$ cat src/rtl/core/wvi_pkg.sv
`default_nettype none
package wvi_pkg;

   localparam int NUM_BINS_DEF = 16;

   // request kinds
   localparam logic [1:0] REQ_SAMPLE = 2'd0;
   localparam logic [1:0] REQ_TICK   = 2'd1;
   localparam logic [1:0] REQ_CLEAR  = 2'd2;
   localparam logic [1:0] REQ_NONE   = 2'd3;

   // register indexes
   localparam logic [2:0] CSR_BIN_LEN   = 3'd0;
   localparam logic [2:0] CSR_PRIME_CNT = 3'd1;
   localparam logic [2:0] CSR_MAX_GAP   = 3'd2;
   localparam logic [2:0] CSR_FREEZE    = 3'd3;
   localparam logic [2:0] CSR_TRACK_TC  = 3'd4;
   localparam logic [2:0] CSR_REPRIME   = 3'd5;
   localparam logic [2:0] CSR_MIN_COV   = 3'd6;

   localparam logic [15:0] BIN_LEN_RST   = 16'd320;
   localparam logic [7:0]  PRIME_CNT_RST = 8'd32;
   localparam logic [15:0] MAX_GAP_RST   = 16'd400;
   localparam logic [30:0] FREEZE_RST    = 31'd1966;
   localparam logic [31:0] TRACK_TC_RST  = 32'd30000;
   localparam logic [31:0] REPRIME_RST   = 32'd15000;
   localparam logic [15:0] MIN_COV_RST   = 16'd4000;

   localparam logic [31:0] MS_PER_S   = 32'd1000;
   localparam logic [31:0] GAIN_DIV   = 32'd20;
   localparam logic [15:0] COV_MAX    = 16'hFFFF;
   localparam int          DIV_W      = 48;
   localparam logic [5:0]  DIV_STEPS  = 6'd48;

endpackage
`default_nettype wire

$ cat src/rtl/core/windowed_velocity_integrator.sv
// Sequencing: a clear or unused request completes directly; a tick runs the step and
// sum sweeps, one bin per cycle; a sample may also use the shared restoring divider (up
// to two passes per sample).
// Throughput: one request at a time; a new request is taken while the previous
// result still waits on the response side.
// Reset: synchronous, active high; registers to defaults, window and baseline to zero.
`default_nettype none
module windowed_velocity_integrator #(
   parameter int NUM_BINS = wvi_pkg::NUM_BINS_DEF
) (
   input  wire logic        clock,
   input  wire logic        reset,
   input  wire logic        req_valid,
   output logic             req_stall,
   input  wire logic [1:0]  req_type,
   input  wire logic [31:0] req_accel,
   input  wire logic [31:0] req_now_ms,
   input  wire logic        req_track_enable,
   output logic             rsp_valid,
   input  wire logic        rsp_stall,
   output logic [31:0]      rsp_velocity,
   output logic [15:0]      rsp_coverage_ms,
   output logic             rsp_primed,
   output logic             rsp_valid_flag,
   input  wire logic        csr_we,
   input  wire logic [2:0]  csr_index,
   input  wire logic [31:0] csr_wdata
);

   localparam int BW = $clog2(NUM_BINS);
   localparam int VW = 33 + BW;
   localparam int CW = 17 + BW;
   localparam int DW = wvi_pkg::DIV_W;

   typedef enum logic [3:0] {
      S_IDLE, S_DISP, S_ADV, S_MUL, S_IDIV, S_DIV, S_PFIN,
      S_BRD, S_BWR, S_SUM, S_TRK, S_TFIN, S_DONE
   } state_type;

   typedef enum logic [1:0] {OP_PRIME, OP_INTEG, OP_TRACK} div_op_type;

   // configuration
   logic [15:0] bin_len_ff;
   logic [7:0]  psc_ff;
   logic [15:0] max_gap_ff;
   logic [30:0] freeze_ff;
   logic [31:0] tc_ff;
   logic [31:0] reprime_ff;
   logic [15:0] min_cov_ff;

   always_ff @(posedge clock) begin
      if (reset) begin
         bin_len_ff <= wvi_pkg::BIN_LEN_RST;
         psc_ff     <= wvi_pkg::PRIME_CNT_RST;
         max_gap_ff <= wvi_pkg::MAX_GAP_RST;
         freeze_ff  <= wvi_pkg::FREEZE_RST;
         tc_ff      <= wvi_pkg::TRACK_TC_RST;
         reprime_ff <= wvi_pkg::REPRIME_RST;
         min_cov_ff <= wvi_pkg::MIN_COV_RST;
      end else if (csr_we) begin
         unique case (csr_index)
            wvi_pkg::CSR_BIN_LEN:   bin_len_ff <= csr_wdata[15:0];
            wvi_pkg::CSR_PRIME_CNT: psc_ff     <= csr_wdata[7:0];
            wvi_pkg::CSR_MAX_GAP:   max_gap_ff <= csr_wdata[15:0];
            wvi_pkg::CSR_FREEZE:    freeze_ff  <= csr_wdata[30:0];
            wvi_pkg::CSR_TRACK_TC:  tc_ff      <= csr_wdata;
            wvi_pkg::CSR_REPRIME:   reprime_ff <= csr_wdata;
            wvi_pkg::CSR_MIN_COV:   min_cov_ff <= csr_wdata[15:0];
            default: ;
         endcase
      end
   end

   state_type   state_ff;
   div_op_type  div_op_ff;
   logic [1:0]  type_ff;
   logic [31:0] acc_ff;
   logic [31:0] now_ff;
   logic        track_ff;
   logic        neg_ff;
   logic [31:0] mag_ff;
   logic [15:0] dt_ff;
   logic [47:0] prod_ff;
   logic [31:0] elapsed_ff;
   logic [BW-1:0] adv_cnt_ff;
   logic [BW:0]   sum_cnt_ff;
   logic signed [VW-1:0] vsum_ff;
   logic [CW-1:0] csum_ff;
   logic [DW-1:0] div_n_ff;
   logic [31:0]   div_d_ff;
   logic [31:0]   div_rem_ff;
   logic [5:0]    div_cnt_ff;

   logic [BW-1:0] cur_ff;
   logic [31:0]   start_ff;
   logic [31:0]   last_ff;
   logic          have_ff;
   logic [31:0]   base_ff;
   logic [7:0]    pc_ff;
   logic [31:0]   high_ff;
   logic [31:0]   wsum_ff;
   logic [15:0]   wcov_ff;
   logic [NUM_BINS-1:0] bin_vld_ff;

   logic        rsp_valid_ff;
   logic [31:0] rsp_velocity_ff;
   logic [15:0] rsp_coverage_ff;
   logic        rsp_primed_ff;
   logic        rsp_flag_ff;

   // bin store: {velocity, coverage}
   logic [47:0]   mem [NUM_BINS];
   logic [47:0]   rd_ff;
   logic          rdv_ff;
   logic [BW-1:0] raddr;
   logic          mem_we;
   logic [47:0]   mem_wdata;

   always_ff @(posedge clock) begin
      if (mem_we) begin
         mem[cur_ff] <= mem_wdata;
      end
      rd_ff  <= mem[raddr];
      rdv_ff <= bin_vld_ff[raddr];
   end

   logic [32:0]  diff;
   logic [31:0]  diff_mag;
   logic [7:0]   pc_inc;
   logic [15:0]  len;
   logic [31:0]  dt_raw;
   logic [15:0]  dt_clamp;
   logic [BW-1:0] cur_next;
   logic [32:0]  div_sh;
   logic [32:0]  div_sub;
   logic         div_ge;
   logic [48:0]  q_s;
   logic [31:0]  old_v;
   logic [15:0]  old_c;
   logic [49:0]  badd;
   logic [31:0]  bnew_v;
   logic [16:0]  cadd;
   logic [15:0]  bnew_c;
   logic [31:0]  sv;
   logic [15:0]  sc;
   logic signed [VW-1:0] vsum_nx;
   logic [CW-1:0] csum_nx;
   logic [31:0]  wsum_sat;
   logic [15:0]  wcov_sat;
   logic [31:0]  wmag;
   logic [20:0]  dt20;
   logic         primed;

   always_comb begin
      diff     = {acc_ff[31], acc_ff} - {base_ff[31], base_ff};
      diff_mag = diff[32] ? 32'(-diff) : diff[31:0];
      pc_inc   = pc_ff + 8'd1;
      len      = (bin_len_ff == 16'd0) ? 16'd1 : bin_len_ff;
      dt_raw   = now_ff - last_ff;
      dt_clamp = (dt_raw > {16'd0, max_gap_ff}) ? max_gap_ff : dt_raw[15:0];
      cur_next = (cur_ff == BW'(NUM_BINS - 1)) ? '0 : cur_ff + BW'(1);
      div_sh   = {div_rem_ff, div_n_ff[DW-1]};
      div_sub  = div_sh - {1'b0, div_d_ff};
      div_ge   = div_sh >= {1'b0, div_d_ff};
      q_s      = neg_ff ? -{1'b0, div_n_ff} : {1'b0, div_n_ff};
      old_v    = rdv_ff ? rd_ff[47:16] : 32'd0;
      old_c    = rdv_ff ? rd_ff[15:0] : 16'd0;
      badd     = {{18{old_v[31]}}, old_v} + {q_s[48], q_s};
      if (badd[49:31] == {19{badd[49]}}) begin
         bnew_v = badd[31:0];
      end else begin
         bnew_v = badd[49] ? 32'h8000_0000 : 32'h7FFF_FFFF;
      end
      cadd      = {1'b0, old_c} + {1'b0, dt_ff};
      bnew_c    = cadd[16] ? wvi_pkg::COV_MAX : cadd[15:0];
      mem_wdata = {bnew_v, bnew_c};
      mem_we    = (state_ff == S_BWR);
      raddr     = (state_ff == S_SUM && sum_cnt_ff < (BW+1)'(NUM_BINS))
                  ? sum_cnt_ff[BW-1:0] : cur_ff;
      sv        = rdv_ff ? rd_ff[47:16] : 32'd0;
      sc        = rdv_ff ? rd_ff[15:0] : 16'd0;
      vsum_nx   = vsum_ff + VW'($signed(sv));
      csum_nx   = csum_ff + CW'(sc);
      if (vsum_nx[VW-1:31] == {(VW-31){vsum_nx[VW-1]}}) begin
         wsum_sat = vsum_nx[31:0];
      end else begin
         wsum_sat = vsum_nx[VW-1] ? 32'h8000_0000 : 32'h7FFF_FFFF;
      end
      wcov_sat = (|csum_nx[CW-1:16]) ? wvi_pkg::COV_MAX : csum_nx[15:0];
      wmag     = wsum_ff[31] ? (-wsum_ff) : wsum_ff;
      dt20     = {1'b0, dt_ff, 4'b0} + {3'b0, dt_ff, 2'b0};
      primed   = pc_ff >= psc_ff;
   end

   always_ff @(posedge clock) begin
      if (reset) begin
         state_ff     <= S_IDLE;
         div_op_ff    <= OP_PRIME;
         cur_ff       <= '0;
         start_ff     <= '0;
         last_ff      <= '0;
         have_ff      <= 1'b0;
         base_ff      <= '0;
         pc_ff        <= '0;
         high_ff      <= '0;
         wsum_ff      <= '0;
         wcov_ff      <= '0;
         bin_vld_ff   <= '0;
         rsp_valid_ff <= 1'b0;
      end else begin
         if (rsp_valid_ff && !rsp_stall && state_ff != S_DONE) begin
            rsp_valid_ff <= 1'b0;
         end
         unique case (state_ff)
            S_IDLE: begin
               if (req_valid) begin
                  type_ff  <= req_type;
                  acc_ff   <= req_accel;
                  now_ff   <= req_now_ms;
                  track_ff <= req_track_enable;
                  state_ff <= S_DISP;
               end
            end
            S_DISP: begin
               neg_ff     <= diff[32];
               mag_ff     <= diff_mag;
               elapsed_ff <= now_ff - start_ff;
               adv_cnt_ff <= '0;
               unique case (type_ff)
                  wvi_pkg::REQ_SAMPLE: begin
                     if (pc_ff < psc_ff) begin
                        pc_ff      <= pc_inc;
                        last_ff    <= now_ff;
                        have_ff    <= 1'b1;
                        div_n_ff   <= {16'd0, diff_mag};
                        div_d_ff   <= {24'd0, pc_inc};
                        div_rem_ff <= '0;
                        div_cnt_ff <= wvi_pkg::DIV_STEPS;
                        div_op_ff  <= OP_PRIME;
                        state_ff   <= S_DIV;
                     end else if (!have_ff) begin
                        last_ff  <= now_ff;
                        have_ff  <= 1'b1;
                        state_ff <= S_DONE;
                     end else begin
                        last_ff  <= now_ff;
                        dt_ff    <= dt_clamp;
                        state_ff <= (dt_raw == 32'd0) ? S_DONE : S_ADV;
                     end
                  end
                  wvi_pkg::REQ_TICK: state_ff <= S_ADV;
                  wvi_pkg::REQ_CLEAR: begin
                     bin_vld_ff <= '0;
                     cur_ff     <= '0;
                     start_ff   <= now_ff;
                     wsum_ff    <= '0;
                     wcov_ff    <= '0;
                     state_ff   <= S_DONE;
                  end
                  default: state_ff <= S_DONE;
               endcase
            end
            S_ADV: begin
               if (elapsed_ff >= {16'd0, len} && adv_cnt_ff == BW'(NUM_BINS - 1)) begin
                  bin_vld_ff <= '0;
                  cur_ff     <= '0;
                  start_ff   <= now_ff;
                  elapsed_ff <= '0;
               end else if (elapsed_ff >= {16'd0, len}) begin
                  cur_ff               <= cur_next;
                  bin_vld_ff[cur_next] <= 1'b0;
                  start_ff             <= start_ff + {16'd0, len};
                  elapsed_ff           <= elapsed_ff - {16'd0, len};
                  adv_cnt_ff           <= adv_cnt_ff + BW'(1);
               end else if (type_ff == wvi_pkg::REQ_TICK) begin
                  sum_cnt_ff <= '0;
                  vsum_ff    <= '0;
                  csum_ff    <= '0;
                  state_ff   <= S_SUM;
               end else begin
                  state_ff <= S_MUL;
               end
            end
            S_MUL: begin
               prod_ff  <= mag_ff * dt_ff;
               state_ff <= S_IDIV;
            end
            S_IDIV: begin
               div_n_ff   <= prod_ff;
               div_d_ff   <= wvi_pkg::MS_PER_S;
               div_rem_ff <= '0;
               div_cnt_ff <= wvi_pkg::DIV_STEPS;
               div_op_ff  <= OP_INTEG;
               state_ff   <= S_DIV;
            end
            S_DIV: begin
               if (div_ge) begin
                  div_rem_ff <= div_sub[31:0];
               end else begin
                  div_rem_ff <= div_sh[31:0];
               end
               div_n_ff   <= {div_n_ff[DW-2:0], div_ge};
               div_cnt_ff <= div_cnt_ff - 6'd1;
               if (div_cnt_ff == 6'd1) begin
                  unique case (div_op_ff)
                     OP_PRIME: state_ff <= S_PFIN;
                     OP_INTEG: state_ff <= S_BRD;
                     OP_TRACK: state_ff <= S_TFIN;
                     default:  state_ff <= S_DONE;
                  endcase
               end
            end
            S_PFIN: begin
               base_ff <= base_ff + q_s[31:0];
               if (pc_ff >= psc_ff) begin
                  bin_vld_ff <= '0;
                  cur_ff     <= '0;
                  start_ff   <= now_ff;
                  wsum_ff    <= '0;
                  wcov_ff    <= '0;
               end
               state_ff <= S_DONE;
            end
            S_BRD: state_ff <= S_BWR;
            S_BWR: begin
               bin_vld_ff[cur_ff] <= 1'b1;
               sum_cnt_ff         <= '0;
               vsum_ff            <= '0;
               csum_ff            <= '0;
               state_ff           <= S_SUM;
            end
            S_SUM: begin
               sum_cnt_ff <= sum_cnt_ff + (BW+1)'(1);
               if (sum_cnt_ff != '0) begin
                  vsum_ff <= vsum_nx;
                  csum_ff <= csum_nx;
               end
               if (sum_cnt_ff == (BW+1)'(NUM_BINS)) begin
                  wsum_ff  <= wsum_sat;
                  wcov_ff  <= wcov_sat;
                  state_ff <= (type_ff == wvi_pkg::REQ_TICK) ? S_DONE : S_TRK;
               end
            end
            S_TRK: begin
               if (track_ff && wmag < {1'b0, freeze_ff}) begin
                  high_ff    <= '0;
                  div_rem_ff <= '0;
                  div_cnt_ff <= wvi_pkg::DIV_STEPS;
                  div_op_ff  <= OP_TRACK;
                  if (tc_ff == 32'd0 || {11'd0, dt20} > tc_ff) begin
                     div_n_ff <= {16'd0, mag_ff};
                     div_d_ff <= wvi_pkg::GAIN_DIV;
                  end else begin
                     div_n_ff <= prod_ff;
                     div_d_ff <= tc_ff;
                  end
                  state_ff <= S_DIV;
               end else begin
                  if (!track_ff) begin
                     high_ff <= '0;
                  end else if (high_ff == 32'd0) begin
                     high_ff <= now_ff;
                  end else if (now_ff - high_ff > reprime_ff) begin
                     pc_ff      <= '0;
                     high_ff    <= '0;
                     bin_vld_ff <= '0;
                     cur_ff     <= '0;
                     start_ff   <= now_ff;
                     wsum_ff    <= '0;
                     wcov_ff    <= '0;
                  end
                  state_ff <= S_DONE;
               end
            end
            S_TFIN: begin
               base_ff  <= base_ff + q_s[31:0];
               state_ff <= S_DONE;
            end
            S_DONE: begin
               if (!rsp_valid_ff || !rsp_stall) begin
                  rsp_valid_ff    <= 1'b1;
                  rsp_velocity_ff <= wsum_ff;
                  rsp_coverage_ff <= wcov_ff;
                  rsp_primed_ff   <= primed;
                  rsp_flag_ff     <= primed && (wcov_ff >= min_cov_ff);
                  state_ff        <= S_IDLE;
               end
            end
            default: state_ff <= S_IDLE;
         endcase
      end
   end

   assign req_stall       = (state_ff != S_IDLE);
   assign rsp_valid       = rsp_valid_ff;
   assign rsp_velocity    = rsp_velocity_ff;
   assign rsp_coverage_ms = rsp_coverage_ff;
   assign rsp_primed      = rsp_primed_ff;
   assign rsp_valid_flag  = rsp_flag_ff;

`ifndef SYNTHESIS
   a_accept_busy: assert property (@(posedge clock) disable iff (reset)
      (req_valid && !req_stall) |=> (state_ff == S_DISP))
      else $error("request accepted but sequencer did not start");

   a_div_count: assert property (@(posedge clock) disable iff (reset)
      (state_ff == S_DIV) |-> (div_cnt_ff != 6'd0))
      else $error("divider running with zero step count");

   a_done_loads: assert property (@(posedge clock) disable iff (reset)
      (state_ff == S_DONE && !(rsp_valid_ff && rsp_stall)) |=>
      (rsp_valid_ff && state_ff == S_IDLE))
      else $error("result not loaded on completion");

   a_bin_written: assert property (@(posedge clock) disable iff (reset)
      (state_ff == S_BWR) |=> bin_vld_ff[$past(cur_ff)])
      else $error("written bin not marked valid");
`endif

endmodule
`default_nettype wire
$ cat config.mk
export PLATFORM = sky130hd
export DESIGN_NAME = windowed_velocity_integrator
export DESIGN_NICKNAME = d
export VERILOG_FILES = /design/src/rtl/core/wvi_pkg.sv /design/src/rtl/core/windowed_velocity_integrator.sv
export SDC_FILE = /design/constraint.sdc
export NUM_CORES = 2
export LEC_CHECK = 0
export ABC_AREA = 1
export BUFFER_PORTS_ARGS = -buffer_cell sky130_fd_sc_hd__buf_2
export CORE_AREA = 2 2 423 509
export DETAILED_ROUTE_END_ITERATION = 7
export DIE_AREA = 0 0 425 511
export GPL_TIMING_DRIVEN = 1
export HOLD_SLACK_MARGIN = 0.15
export PLACE_DENSITY = 0.65
export SLEW_MARGIN = 0
export SYNTH_ARGS = -nofsm -noshare
export SYNTH_HDL_FRONTEND = slang
export SYNTH_SLANG_ARGS = --single-unit
$ cat constraint.sdc
create_clock -name clock -period 8.15 [get_ports clock]
set_input_delay 0.4075 -clock clock [delete_from_list [all_inputs] [get_ports clock]]
set_output_delay 0.4075 -clock clock [all_outputs]
set_load 0.005 [all_outputs]
==> impl_results.md <==
* Status: complete, no violations
* Fin Setup TNS at 0 ps
* # IOs at 159
* Placed cell area at 0.109 mm^2
* Post-route cell area at between 0.1 and 0.15 mm^2
* Die X at 425 um
* Worst setup EP type: register
* Pre-CTS setup slack at 455 ps
* Worst-path fanout max at 28
* Period utilization at 97.0%
* Compound-Gate Fraction of Synth Area at 13.7%
* R2r worst-path depth at 21
* CTS tree: done
* Largest net degree at the start of global routing at roughly 250
* Max_cap viols at 0
* Final net count at roughly 14k
* Cells after synthesis at 12.3k
* Pre-Repair DR Iteration Count at 7
* Clock Tree Root: clkbuf_16
* Sequential fraction of the synthesis area at 41.9%
* CTS Sinks at 1,611
* Total gr overflow at 0
* Max frequency at 0.127 GHz
* CP startpoint kind: register
* Setup violators final at 0
* First-pass GRT wire length at 522,000 um
* Top_reg_cell synth: edfxtp_1
* Yosys warns at 0
* Fraction of layout cells with a size suffix above 1 at 5.96%
* Fin crit period at around 7900 ps
* Most area-consuming cells after synthesis: edfxtp_1 34%, fa_1 8.2%, nand2_1 8.1%, dfxtp_1 7.8%, ha_1 7.2%
* Vias per cell at 5.71
* Chip Height at 511 um
* Post-synth EDFFs at 1,199
* Core Region at between 0.2 and 0.25 mm^2
* Global placement routability congestion at 1.00
* Post-route ant nets at 0
* Hold_buf cts at between 100 and 150
* Htree depth at 4
* Measured slew at the worst slew-check pin at 1420 ps
* Slew Limit Fails at 0
* Die area at 0.217 mm^2
* Worst Hold Class: input port to register
* CP arrival at 8460 ps
* Largest family of logic cells by synthesized area: simple AND/OR/NAND/NOR gates
* Worst slew margin at 5.13%
* Drt drc at 0
* Global-route total usage across every layer at 31.4%
* Crit path required time at 8710 ps
* Mux contribution to synthesized area at 0%
* Setup Fix Bufs, Post-CTS at 0
* Iter 0 DRT Violations at approximately 8.5k
* Adder-Cell Fraction of Synth Area at 15.4%
* Most common cell after layout, fill and taps aside: nand2_1
* Worst clock skew at 90.6 ps
* Antenna violations before repair at 28
* Synth Area in Simple Gates at between 15 and 20%
* Syn avg cell area at 8.55 um^2
* Count of cell types in the netlist at 69
* Layout area overhead at 10.3%
* Ys async rst share at 0%
* PortBufs at about 160
* XOR/XNOR share of the synthesized area at 3.52%
* Post-synthesis register bit count at 1,611
* Critical path class: register to register
* Mapped Nets at around 13k
* Synth area leader: edfxtp_1
* Non-filler cells, final at 15.4k
* DR vias at 88.0k
* Setup ws final at 247 ps
* Clock slew at reported path FFs at 70 ps
* Hold Vio Cnt, Final at 0
* Top cell type's share of synthesized area at between 30% and 40%
* Vias in the first global route at roughly 86k
* # resized after CTS at 0
* Hold-critical path depth at 6
* Rows at 186
* Syn Std Cell Area at 0.106 mm^2
* CTS Buf Count at 176
* Wire per inst at 22.5 um
* CTS max path bufs at 4
* Unrepaired setup endpoints after global routing: false
* HPWL Detailed at roughly 250,000 um
* Clk_lat worst skew at 880 ps
* Placed insts at roughly 15k
* Most frequent cells in the layout: 2,265 x nand2_1, 1,817 x inv_1, 1,278 x nor2_1, 1,199 x edfxtp_1, 990 x o21ai_0
* WL final at 347,000 um
* Initial Util at 49.6%
[critical path, cell delays in order, from the launching register on]
cell and delay, ps:
edfxtp_1 1310, buf_4 350, nand2_1 90, fa_1 550
inv_1 50, fa_1 390, fa_1 540, inv_1 50
fa_1 530, inv_1 50, fa_1 540, inv_1 80
fa_1 470, inv_1 40, ha_1 340, nand2_1 110
nor2_1 150, inv_1 100, nor4_1 880, nand4_1 190
o211ai_1 560, xor2_1 180
[metrics by stage]
stage	utilization, %	hold WS (ps)
finish	54.7	240
global placement	51.4	443
floorplan	-	430
detailed placement	51.4	451
CTS	54.7	193
global route	54.7	241
[registers in the layout (all words and copies together) (netlist names), 37 cells and up]
register / flops
div_n_ff: 48
prod_ff: 48
rd_ff: 48
mem: 768
vsum_ff: 37
[path summary, 6_finish.rpt]
check	start	to	slack, ps
max	dt_ff[5]$_DFFE_PP_	prod_ff[41]$_DFFE_PP_	250
min	csr_index[2]	psc_ff[5]$_SDFFE_PP1P_	240
max reg2reg	dt_ff[5]$_DFFE_PP_	prod_ff[41]$_DFFE_PP_	250
min reg2reg	last_ff[17]$_SDFFE_PP0P_	last_ff[17]$_SDFFE_PP0P_	460
[kinds of logic (layout without fill, tap and decap cells)]
group           Yosys count  count (layout)
compound gates         2544            2544
other cells               0              18
fa+ha+maj              1041            1041
xor+xnor                423             423
simple gates           4350            4350
buf+inv                2373            2606
flops                  1611            1611
[per-layer routing]
layer / up-vias / GRT usage (%) / routed length [um]
met4: 4 / 14.3 / 17500
met3: 732 / 3.57 / 22200
met2: 3235 / 52.5 / 167000
met5: - / 0 / 18
met1: 42667 / 40.7 / 141000
li1: 41320 / - / -
[cell usage after synthesis (all sizes together) (147+ instances only)]
library cell  count
nand2          2282
inv            1860
nor2           1322
edfxtp         1199
o21ai          1044
a21oi           869
ha              610
fa              431
clkbuf          414
dfxtp           412
nand3           385
xor2            273
o221ai          153
xnor2           150
nand4           147
[cell type report]
class / instances / area, um^2
Inverter: 1866 / 7020
Multi-Input combinational cell: 8358 / 52500
Clock buffer: 242 / 5110
Clock inverter: 74 / 850
Fill cell: 19405 / 96300
Sequential cell: 1611 / 44300
Antenna cell: 18 / 45.0
Tap cell: 2820 / 3530
Timing Repair Buffer: 424 / 3100
Power is left out: the tool's default activity adds up to more than one toggle a clock period on the data nets, which glitch-free logic cannot reach.
